### config.mk
export PLATFORM = sky130hd
export DESIGN_NAME = pcx_rle_scanline_decoder_top
export DESIGN_NICKNAME = d
export VERILOG_FILES = /design/src/rtl/pcxrle_pkg.sv /design/src/rtl/pcxrle_emit.sv /design/src/rtl/pcx_rle_scanline_decoder_top.sv
export SDC_FILE = /design/constraint.sdc
export NUM_CORES = 1
export LEC_CHECK = 0
export ABC_AREA = 1
export BUFFER_PORTS_ARGS = -buffer_cell sky130_fd_sc_hd__buf_2
export CORE_AREA = 2 2 107 160
export DETAILED_ROUTE_END_ITERATION = 10
export DIE_AREA = 0 0 109 162
export PLACE_DENSITY = 0.81
export REMOVE_ABC_BUFFERS = 1
export SLEW_MARGIN = 20
export SYNTH_ARGS = -nofsm -noshare
export SYNTH_HDL_FRONTEND = slang
export SYNTH_SLANG_ARGS = --single-unit
### constraint.sdc
create_clock -name clk -period 5.7 [get_ports clk]
set_input_delay 1.14 -clock clk [delete_from_list [all_inputs] [get_ports clk]]
set_output_delay 1.14 -clock clk [all_outputs]
set_load 0.05 [all_outputs]
### src/rtl/pcxrle_pkg.sv
// Shared types and constants of the PCX run-length scanline decoder.
`default_nettype none

package pcxrle_pkg;

  localparam int unsigned REG_W = 13;
  localparam int unsigned CNT_W = 6;
  localparam int unsigned PIX_W = 8;

  localparam logic [PIX_W-1:0] RUN_MARK   = 8'hC0;
  localparam logic [PIX_W-1:0] COUNT_MASK = 8'h3F;

  typedef enum logic [2:0] {
    REG_ACTIVE_WIDTH = 3'd0,
    REG_LINE_BYTES   = 3'd1,
    REG_IMAGE_HEIGHT = 3'd2,
    REG_THREE_PLANES = 3'd3
  } reg_idx_t;

  // One decoded request: a pixel byte repeated over consecutive columns.
  typedef struct packed {
    logic [PIX_W-1:0] pix;
    logic [REG_W-1:0] col;
    logic [REG_W-1:0] row;
    logic [1:0]       plane;
    logic             err;
    logic             img_end;
    logic [CNT_W-1:0] left;
  } job_t;

endpackage

`default_nettype wire

### src/rtl/pcxrle_emit.sv
// Run expander: holds one decoded run and plays it out into the result register.
`default_nettype none

module pcxrle_emit (
  input  wire logic              clk,
  input  wire logic              rst_n,
  input  wire logic              flush,
  input  wire logic              job_load,
  input  wire pcxrle_pkg::job_t  job_in,
  output logic                   job_ready,
  output logic                   out_valid,
  input  wire logic              out_ready,
  output logic [7:0]             out_pixel_value,
  output logic [11:0]            out_column,
  output logic [11:0]            out_row,
  output logic [1:0]             out_plane,
  output logic                   out_status,
  output logic                   out_last_of_run,
  output logic                   out_image_end
);

  logic              job_valid_r, job_valid_nxt;
  pcxrle_pkg::job_t  job_r, job_nxt;
  logic              out_valid_r, out_valid_nxt;
  logic [7:0]        pix_r;
  logic [11:0]       col_r;
  logic [11:0]       row_r;
  logic [1:0]        plane_r;
  logic              status_r;
  logic              last_r;
  logic              end_r;
  logic              slot_free;
  logic              fire;
  logic              final_beat;

  assign slot_free  = !out_valid_r || out_ready;
  assign fire       = job_valid_r && slot_free;
  assign final_beat = (job_r.left == pcxrle_pkg::CNT_W'(1));
  assign job_ready  = !job_valid_r || (fire && final_beat);

  always_comb begin
    job_valid_nxt = job_valid_r;
    job_nxt       = job_r;
    out_valid_nxt = out_valid_r;
    if (out_ready) begin
      out_valid_nxt = 1'b0;
    end
    if (fire) begin
      out_valid_nxt = 1'b1;
      job_nxt.left  = job_r.left - pcxrle_pkg::CNT_W'(1);
      job_nxt.col   = job_r.col + pcxrle_pkg::REG_W'(1);
      if (final_beat) begin
        job_valid_nxt = 1'b0;
      end
    end
    if (job_load) begin
      job_valid_nxt = 1'b1;
      job_nxt       = job_in;
    end
    if (flush) begin
      job_valid_nxt = 1'b0;
      out_valid_nxt = 1'b0;
    end
  end

  always_ff @(posedge clk) begin
    if (!rst_n) begin
      job_valid_r <= 1'b0;
      out_valid_r <= 1'b0;
    end else begin
      job_valid_r <= job_valid_nxt;
      out_valid_r <= out_valid_nxt;
    end
  end

  always_ff @(posedge clk) begin
    job_r <= job_nxt;
    if (fire) begin
      pix_r    <= job_r.pix;
      col_r    <= job_r.col[11:0];
      row_r    <= job_r.row[11:0];
      plane_r  <= job_r.plane;
      status_r <= job_r.err;
      last_r   <= final_beat;
      // Image end can only fall on the last visible pixel of a run.
      end_r    <= job_r.img_end && final_beat;
    end
  end

  assign out_valid       = out_valid_r;
  assign out_pixel_value = pix_r;
  assign out_column      = col_r;
  assign out_row         = row_r;
  assign out_plane       = plane_r;
  assign out_status      = status_r;
  assign out_last_of_run = last_r;
  assign out_image_end   = end_r;

  a_job_nonempty: assert property (@(posedge clk) disable iff (!rst_n)
    job_valid_r |-> (job_r.left != '0))
    else $error("held run has no pixels left");

  a_err_shape: assert property (@(posedge clk) disable iff (!rst_n)
    (out_valid_r && status_r) |-> (last_r && !end_r))
    else $error("corrupt result must close its run and never end the image");

  a_run_holds: assert property (@(posedge clk) disable iff (!rst_n || flush)
    (job_valid_r && !slot_free) |=> (job_valid_r && $stable(job_r.left)))
    else $error("run advanced while result register was blocked");

endmodule

`default_nettype wire

### src/rtl/pcx_rle_scanline_decoder_top.sv
// Top level of the PCX 8-bit run-length scanline decoder.
//
//   channel  direction  handshake             payload
//   in_      input      in_valid / in_ready   in_code_byte
//   out_     output     out_valid / out_ready pixel, column, row, plane, flags
//   cfg_     input      cfg_wr_en             cfg_index, cfg_wdata
//
// A literal byte is loaded into the held run when the request is accepted and
// its pixel then goes to the result register. A run of N visible pixels occupies
// the run expander, one result per cycle while the result side does not stall;
// input is held off until its final pixel. Headers, zero runs, padding and
// ignored bytes give no result. Reset is synchronous; a write to a known
// register restarts decoding; result-side stalls hold the expander and input.
`default_nettype none

module pcx_rle_scanline_decoder_top #(
  parameter int unsigned MAX_LINE_BYTES = 4096,
  parameter int unsigned MAX_LINES      = 4096
) (
  input  wire logic        clk,
  input  wire logic        rst_n,
  input  wire logic        in_valid,
  output logic             in_ready,
  input  wire logic [7:0]  in_code_byte,
  output logic             out_valid,
  input  wire logic        out_ready,
  output logic [7:0]       out_pixel_value,
  output logic [11:0]      out_column,
  output logic [11:0]      out_row,
  output logic [1:0]       out_plane,
  output logic             out_status,
  output logic             out_last_of_run,
  output logic             out_image_end,
  input  wire logic        cfg_wr_en,
  input  wire logic [2:0]  cfg_index,
  input  wire logic [12:0] cfg_wdata
);

  localparam logic [12:0] LB_CAP = 13'(MAX_LINE_BYTES);
  localparam logic [12:0] H_CAP  = 13'(MAX_LINES);

  logic [12:0] aw_cfg_r, aw_cfg_nxt;
  logic [12:0] lb_cfg_r, lb_cfg_nxt;
  logic [12:0] h_cfg_r, h_cfg_nxt;
  logic        tp_cfg_r, tp_cfg_nxt;

  logic        pend_r, pend_nxt;
  logic [5:0]  run_len_r, run_len_nxt;
  logic [12:0] bp_r, bp_nxt;
  logic [1:0]  plane_r, plane_nxt;
  logic [12:0] line_r, line_nxt;
  logic        err_seen_r, err_seen_nxt;
  logic        img_done_r, img_done_nxt;

  logic [12:0] lb, h, aw, room;
  logic [1:0]  last_plane;
  logic        take, blocked, is_hdr, emit_path, corrupt, visible, restart;
  logic        last_line, reach_end, job_load, job_ready;
  logic [5:0]  cnt, nvis;
  logic [13:0] sum;
  logic [12:0] line_inc;
  pcxrle_pkg::job_t job;

  assign lb = (32'(lb_cfg_r) > MAX_LINE_BYTES) ? LB_CAP : lb_cfg_r;
  assign h  = (32'(h_cfg_r) > MAX_LINES) ? H_CAP : h_cfg_r;
  assign aw = (aw_cfg_r > lb) ? lb : aw_cfg_r;
  assign last_plane = tp_cfg_r ? 2'd2 : 2'd0;

  assign take      = in_valid && in_ready;
  assign blocked   = err_seen_r || img_done_r;
  assign is_hdr    = (in_code_byte & pcxrle_pkg::RUN_MARK) == pcxrle_pkg::RUN_MARK;
  assign cnt       = pend_r ? run_len_r : 6'd1;
  assign emit_path = take && !blocked && (pend_r || !is_hdr) && (cnt != '0);
  assign sum       = {1'b0, bp_r} + 14'(cnt);
  assign corrupt   = sum > {1'b0, lb};
  assign visible   = bp_r < aw;
  assign room      = aw - bp_r;
  assign nvis      = (room >= 13'(cnt)) ? cnt : room[5:0];
  assign reach_end = sum >= {1'b0, aw};
  assign last_line = (h != '0) && (line_r == h - 13'd1) && (plane_r == last_plane);
  assign line_inc  = line_r + 13'd1;

  assign job_load = emit_path && (corrupt || visible);

  always_comb begin
    job.pix     = corrupt ? 8'h00 : in_code_byte;
    job.col     = bp_r;
    job.row     = line_r;
    job.plane   = plane_r;
    job.err     = corrupt;
    job.img_end = !corrupt && reach_end && last_line;
    job.left    = corrupt ? 6'd1 : nvis;
  end

  // Configuration decode; only known registers restart decoding.
  always_comb begin
    aw_cfg_nxt = aw_cfg_r;
    lb_cfg_nxt = lb_cfg_r;
    h_cfg_nxt  = h_cfg_r;
    tp_cfg_nxt = tp_cfg_r;
    restart    = 1'b0;
    if (cfg_wr_en) begin
      unique case (pcxrle_pkg::reg_idx_t'(cfg_index))
        pcxrle_pkg::REG_ACTIVE_WIDTH: begin
          aw_cfg_nxt = cfg_wdata;
          restart    = 1'b1;
        end
        pcxrle_pkg::REG_LINE_BYTES: begin
          lb_cfg_nxt = cfg_wdata;
          restart    = 1'b1;
        end
        pcxrle_pkg::REG_IMAGE_HEIGHT: begin
          h_cfg_nxt = cfg_wdata;
          restart   = 1'b1;
        end
        pcxrle_pkg::REG_THREE_PLANES: begin
          tp_cfg_nxt = cfg_wdata[0];
          restart    = 1'b1;
        end
        default: begin
          restart = 1'b0;
        end
      endcase
    end
  end

  always_comb begin
    pend_nxt     = pend_r;
    run_len_nxt  = run_len_r;
    bp_nxt       = bp_r;
    plane_nxt    = plane_r;
    line_nxt     = line_r;
    err_seen_nxt = err_seen_r;
    img_done_nxt = img_done_r;
    if (restart) begin
      pend_nxt     = 1'b0;
      run_len_nxt  = '0;
      bp_nxt       = '0;
      plane_nxt    = '0;
      line_nxt     = '0;
      err_seen_nxt = 1'b0;
      img_done_nxt = 1'b0;
    end else if (take && !blocked) begin
      if (pend_r) begin
        pend_nxt    = 1'b0;
        run_len_nxt = '0;
      end else if (is_hdr) begin
        pend_nxt    = 1'b1;
        run_len_nxt = 6'(in_code_byte & pcxrle_pkg::COUNT_MASK);
      end
      if (emit_path) begin
        if (corrupt) begin
          err_seen_nxt = 1'b1;
        end else if (sum >= {1'b0, lb}) begin
          bp_nxt = '0;
          if (plane_r >= last_plane) begin
            plane_nxt = '0;
            line_nxt  = line_inc;
            if (line_inc >= h) begin
              img_done_nxt = 1'b1;
            end
          end else begin
            plane_nxt = plane_r + 2'd1;
          end
        end else begin
          bp_nxt = sum[12:0];
        end
      end
    end
  end

  always_ff @(posedge clk) begin
    if (!rst_n) begin
      aw_cfg_r   <= 13'd1;
      lb_cfg_r   <= 13'd1;
      h_cfg_r    <= 13'd1;
      tp_cfg_r   <= 1'b0;
      pend_r     <= 1'b0;
      run_len_r  <= '0;
      bp_r       <= '0;
      plane_r    <= '0;
      line_r     <= '0;
      err_seen_r <= 1'b0;
      img_done_r <= 1'b0;
    end else begin
      aw_cfg_r   <= aw_cfg_nxt;
      lb_cfg_r   <= lb_cfg_nxt;
      h_cfg_r    <= h_cfg_nxt;
      tp_cfg_r   <= tp_cfg_nxt;
      pend_r     <= pend_nxt;
      run_len_r  <= run_len_nxt;
      bp_r       <= bp_nxt;
      plane_r    <= plane_nxt;
      line_r     <= line_nxt;
      err_seen_r <= err_seen_nxt;
      img_done_r <= img_done_nxt;
    end
  end

  assign in_ready = job_ready;

  pcxrle_emit u_emit (
    .clk             (clk),
    .rst_n           (rst_n),
    .flush           (restart),
    .job_load        (job_load),
    .job_in          (job),
    .job_ready       (job_ready),
    .out_valid       (out_valid),
    .out_ready       (out_ready),
    .out_pixel_value (out_pixel_value),
    .out_column      (out_column),
    .out_row         (out_row),
    .out_plane       (out_plane),
    .out_status      (out_status),
    .out_last_of_run (out_last_of_run),
    .out_image_end   (out_image_end)
  );

  a_stop_exclusive: assert property (@(posedge clk) disable iff (!rst_n)
    !(err_seen_r && img_done_r))
    else $error("corrupt and image done both set");

  a_pos_in_line: assert property (@(posedge clk) disable iff (!rst_n)
    (bp_r == '0) || (bp_r < lb))
    else $error("byte position ran past the line");

  a_plane_range: assert property (@(posedge clk) disable iff (!rst_n)
    (tp_cfg_r && plane_r != 2'd3) || (!tp_cfg_r && plane_r == 2'd0))
    else $error("plane index outside configured plane count");

endmodule

`default_nettype wire

==> flow_summary.ini <==
[final_layout]
nNetsFinal = 1405
diodes = 0
area_delta_synth_final_pct = 12.29
fin_util_pct = 66.46
layout-drive-gt1-share_pct = 12.19

[critical_path]
reg2reg_slack_ns = 0.31
worstPathRequired_ns = 5.88
path_common_cell = nand2_1
crit_fanout = 8
crit_type = flop to flop
r2r-start = lb_cfg_r[0]
max_stage_delay_ns = 0.37
cp_slowest_cell = fa_2
crit_path_end_kind = flop
critPathLaunch = lb_cfg_r[0]
start_kind = flop
worstPathArrival_ns = 5.57

[timing]
setup_viol = 0
relSlewSlack_pct = 26.70
hold_ws_ns = 0.4142
period_minus_slack_ns = 5.387
finalSetupTns_ns = 0
slew_violations = 0
min_period_over_period_pct = 94.51
worstMarginPinSlew_ns = 1.095
fmax_mhz = 185.6
finalHoldViolCount = 0
clock_skew_ns = 0.01404

[placed_design]
dpl.hpwl_um = 17870
portBuffers = 67
gp_congestion = 0.9594

[floorplanning]
initial_core_util_pct = 59.19
io-pin-count = 68
rows = 57
core_area_mm2 = 0.01619
die_y_um = 162
die-area_mm2 = 0.01766
chipWidth_um = 109

[power]
ir_worst_vdd_mv = 0.3007
clkPwrFrac_pct = 27.5
powerDensity_mw_per_mm2 = 394.3
comb_power_share_pct = 33.5
netSwitchingFraction_pct = 39.56
total_power_uw = 4242
seq_power_share_pct = 39.0
p_int_uw = 2564
power_switching_uw = 1678
leakagePower_uw = 0.005013

[min_path]
hold_path_class = flop to flop
hold_start = u_emit.job_r[10]

[cts]
htreeDepth = 4
clkTransAtPathRegs_ns = 0.08
clock-sinks = 158
cts_made_buffers = 17
cts_root_buf = clkbuf_16
clkLatencyLatePin_ns = 0.44
clockBufferDepth = 2
cts_tree = yes

[routing]
drc_errors = 0
firstDrtPassIters = 7
num_vias = 8423
ant_nets = 0
drt-initial-drc-count = 598
via_per_inst = 5.578
wl_per_cell_um = 15.94
wl_um = 24070

[global_routing]
antenna_found_initial = 0
grt_pass1_vias = 8082
gr-total-overflow = 0
grt_pass1_wl_um = 38630
grt_max_degree = 46
grt_usage_pct = 27.89

[yosys]
netlist_area_mm2 = 0.009582
synth_top_area_share_pct = 24.76
synth_area_per_cell_um2 = 7.841
synthTopCellsByArea = edfxtp_1 25%, dfxtp_1 17%, ha_1 11%, nand2_1 11%, inv_1 6.0%
synth_edf_count = 79
ys_seq_area_share_pct = 41.26
yosys_register_bits = 158
yosysUniqueCellTypes = 46
synth-async-reset-ratio_pct = 0
synthFlopType = edfxtp_1
synthCells = 1222
synth-warning-count = 0
synth_top_area_cell = edfxtp_1

[outcome]
outcome = complete, no violations

[flow_run]
max-cap-violations = 0
kinds of logic (layout without fill, tap and decap cells):
group | count (synthesis) | count (layout) | synth area share [%]
buffers and inverters | 186 | 268 | 7.743
adders and majority gates | 85 | 85 | 11.26
AOI/OAI and AO/OA | 200 | 200 | 11.33
DFF | 158 | 158 | 41.26
and+or+nand+nor | 554 | 554 | 24.84
xor gates and xnor gates | 39 | 39 | 3.565
per-layer routing:
layer	vias up	wire [um]	global-route usage (%)
met3	73	1094	3.812
met4	0	1195	14.51
met5	-	0	0
li1	4185	-	-
met1	3885	9558	32.28
met2	280	12220	49.15
repair_timing:
item,in CTS,in global routing
setup endpoints to repair,0,18
gates resized for setup,0,13
setup buffers,0,3
hold buffers,0,0
critical path, delay by kind of cell (launching register included):
kind | cells | cell delay (ns)
fa+ha+maj | 4 | 1.16
compound gates | 4 | 0.57
simple gates | 22 | 2.28
xor+xnor | 1 | 0.17
buf+inv | 6 | 0.62
flops | 1 | 0.34
cells in the final DEF (no fill, tap or decap), drive strengths merged, types with 3 or more instances in the layout:
master and n:
nand2 280, inv 170, nor2 158, o21ai 100, a21oi 86, ha 83
dfxtp 79, edfxtp 79, buf 75, nand3 61, xor2 33, nand4 22
clkbuf 17, nor3 13, xnor2 6, or2 5, nand3b 5, clkinv 5
nor4 5, o211ai 4, nor3b 3
power groups by stage:
| stage | Sequential (uW) | Clock, uW | Combinational [uW] |
|---|---|---|---|
| 4_1_cts | 1650 | 1160 | 1400 |
| 6_report | 1660 | 1170 | 1420 |
| 5_1_grt | 1680 | 1210 | 1570 |
| 3_3_place_gp | 1650 | 0 | 1340 |
| 2_1_floorplan | 1820 | 0 | 865 |
| 3_5_place_dp | 1670 | 0 | 1380 |
state kept, by name (all words and copies together) (netlist names), 2 cells and up:
| name | cells |
|---|---|
| aw_cfg_r | 13 |
| bp_r | 13 |
| h_cfg_r | 13 |
| lb_cfg_r | 13 |
| line_r | 13 |
| plane_r | 2 |
| run_len_r | 6 |
| u_emit.job_r | 42 |
| u_emit.out_column | 12 |
| u_emit.out_pixel_value | 8 |
| u_emit.out_plane | 2 |
| u_emit.out_row | 12 |
stage by stage:
stage / instances / cell area [um2] / worst slack (ns)
6_report: 1510 / 10760 / 0.3130
4_1_cts: 1507 / 10690 / 0.03500
3_5_place_dp: 1475 / 10080 / 0.08652
5_1_grt: 1510 / 10760 / -0.03718
3_3_place_gp: 1475 / 10080 / 0.3026
2_1_floorplan: 1197 / 9444 / 0.5860
cell usage after synthesis, types with 5 or more instances:
library cell	instances
nand2_1	274
nor2_1	151
ha_1	83
nor4_1	5
o21ai_2	10
inv_2	6
dfxtp_1	79
xor2_1	33
buf_2	5
xnor2_1	6
clkbuf_1	13
or2_2	5
inv_1	154
o21ai_0	86
nand3_1	58
nor3_1	12
nand4_1	21
a21oi_1	84
edfxtp_1	79
worst paths after layout:
kind	depth (start not counted)	to
setup / recovery	37	u_emit.job_r[0]
hold / removal	0	u_emit.out_row[0]
setup reg to reg	37	u_emit.job_r[0]
hold reg to reg	0	u_emit.out_row[0]
layout make-up:
class	count	area, um2
Sequential cell	158	3954
Timing Repair Buffer	75	395.4
Multi-Input combinational cell	878	4945
Clock buffer	17	425.4
Fill cell	1305	5430
Clock inverter	15	177.7
Tap cell	206	257.7
Inverter	161	604.3
(Power assumes the default switching activity.)
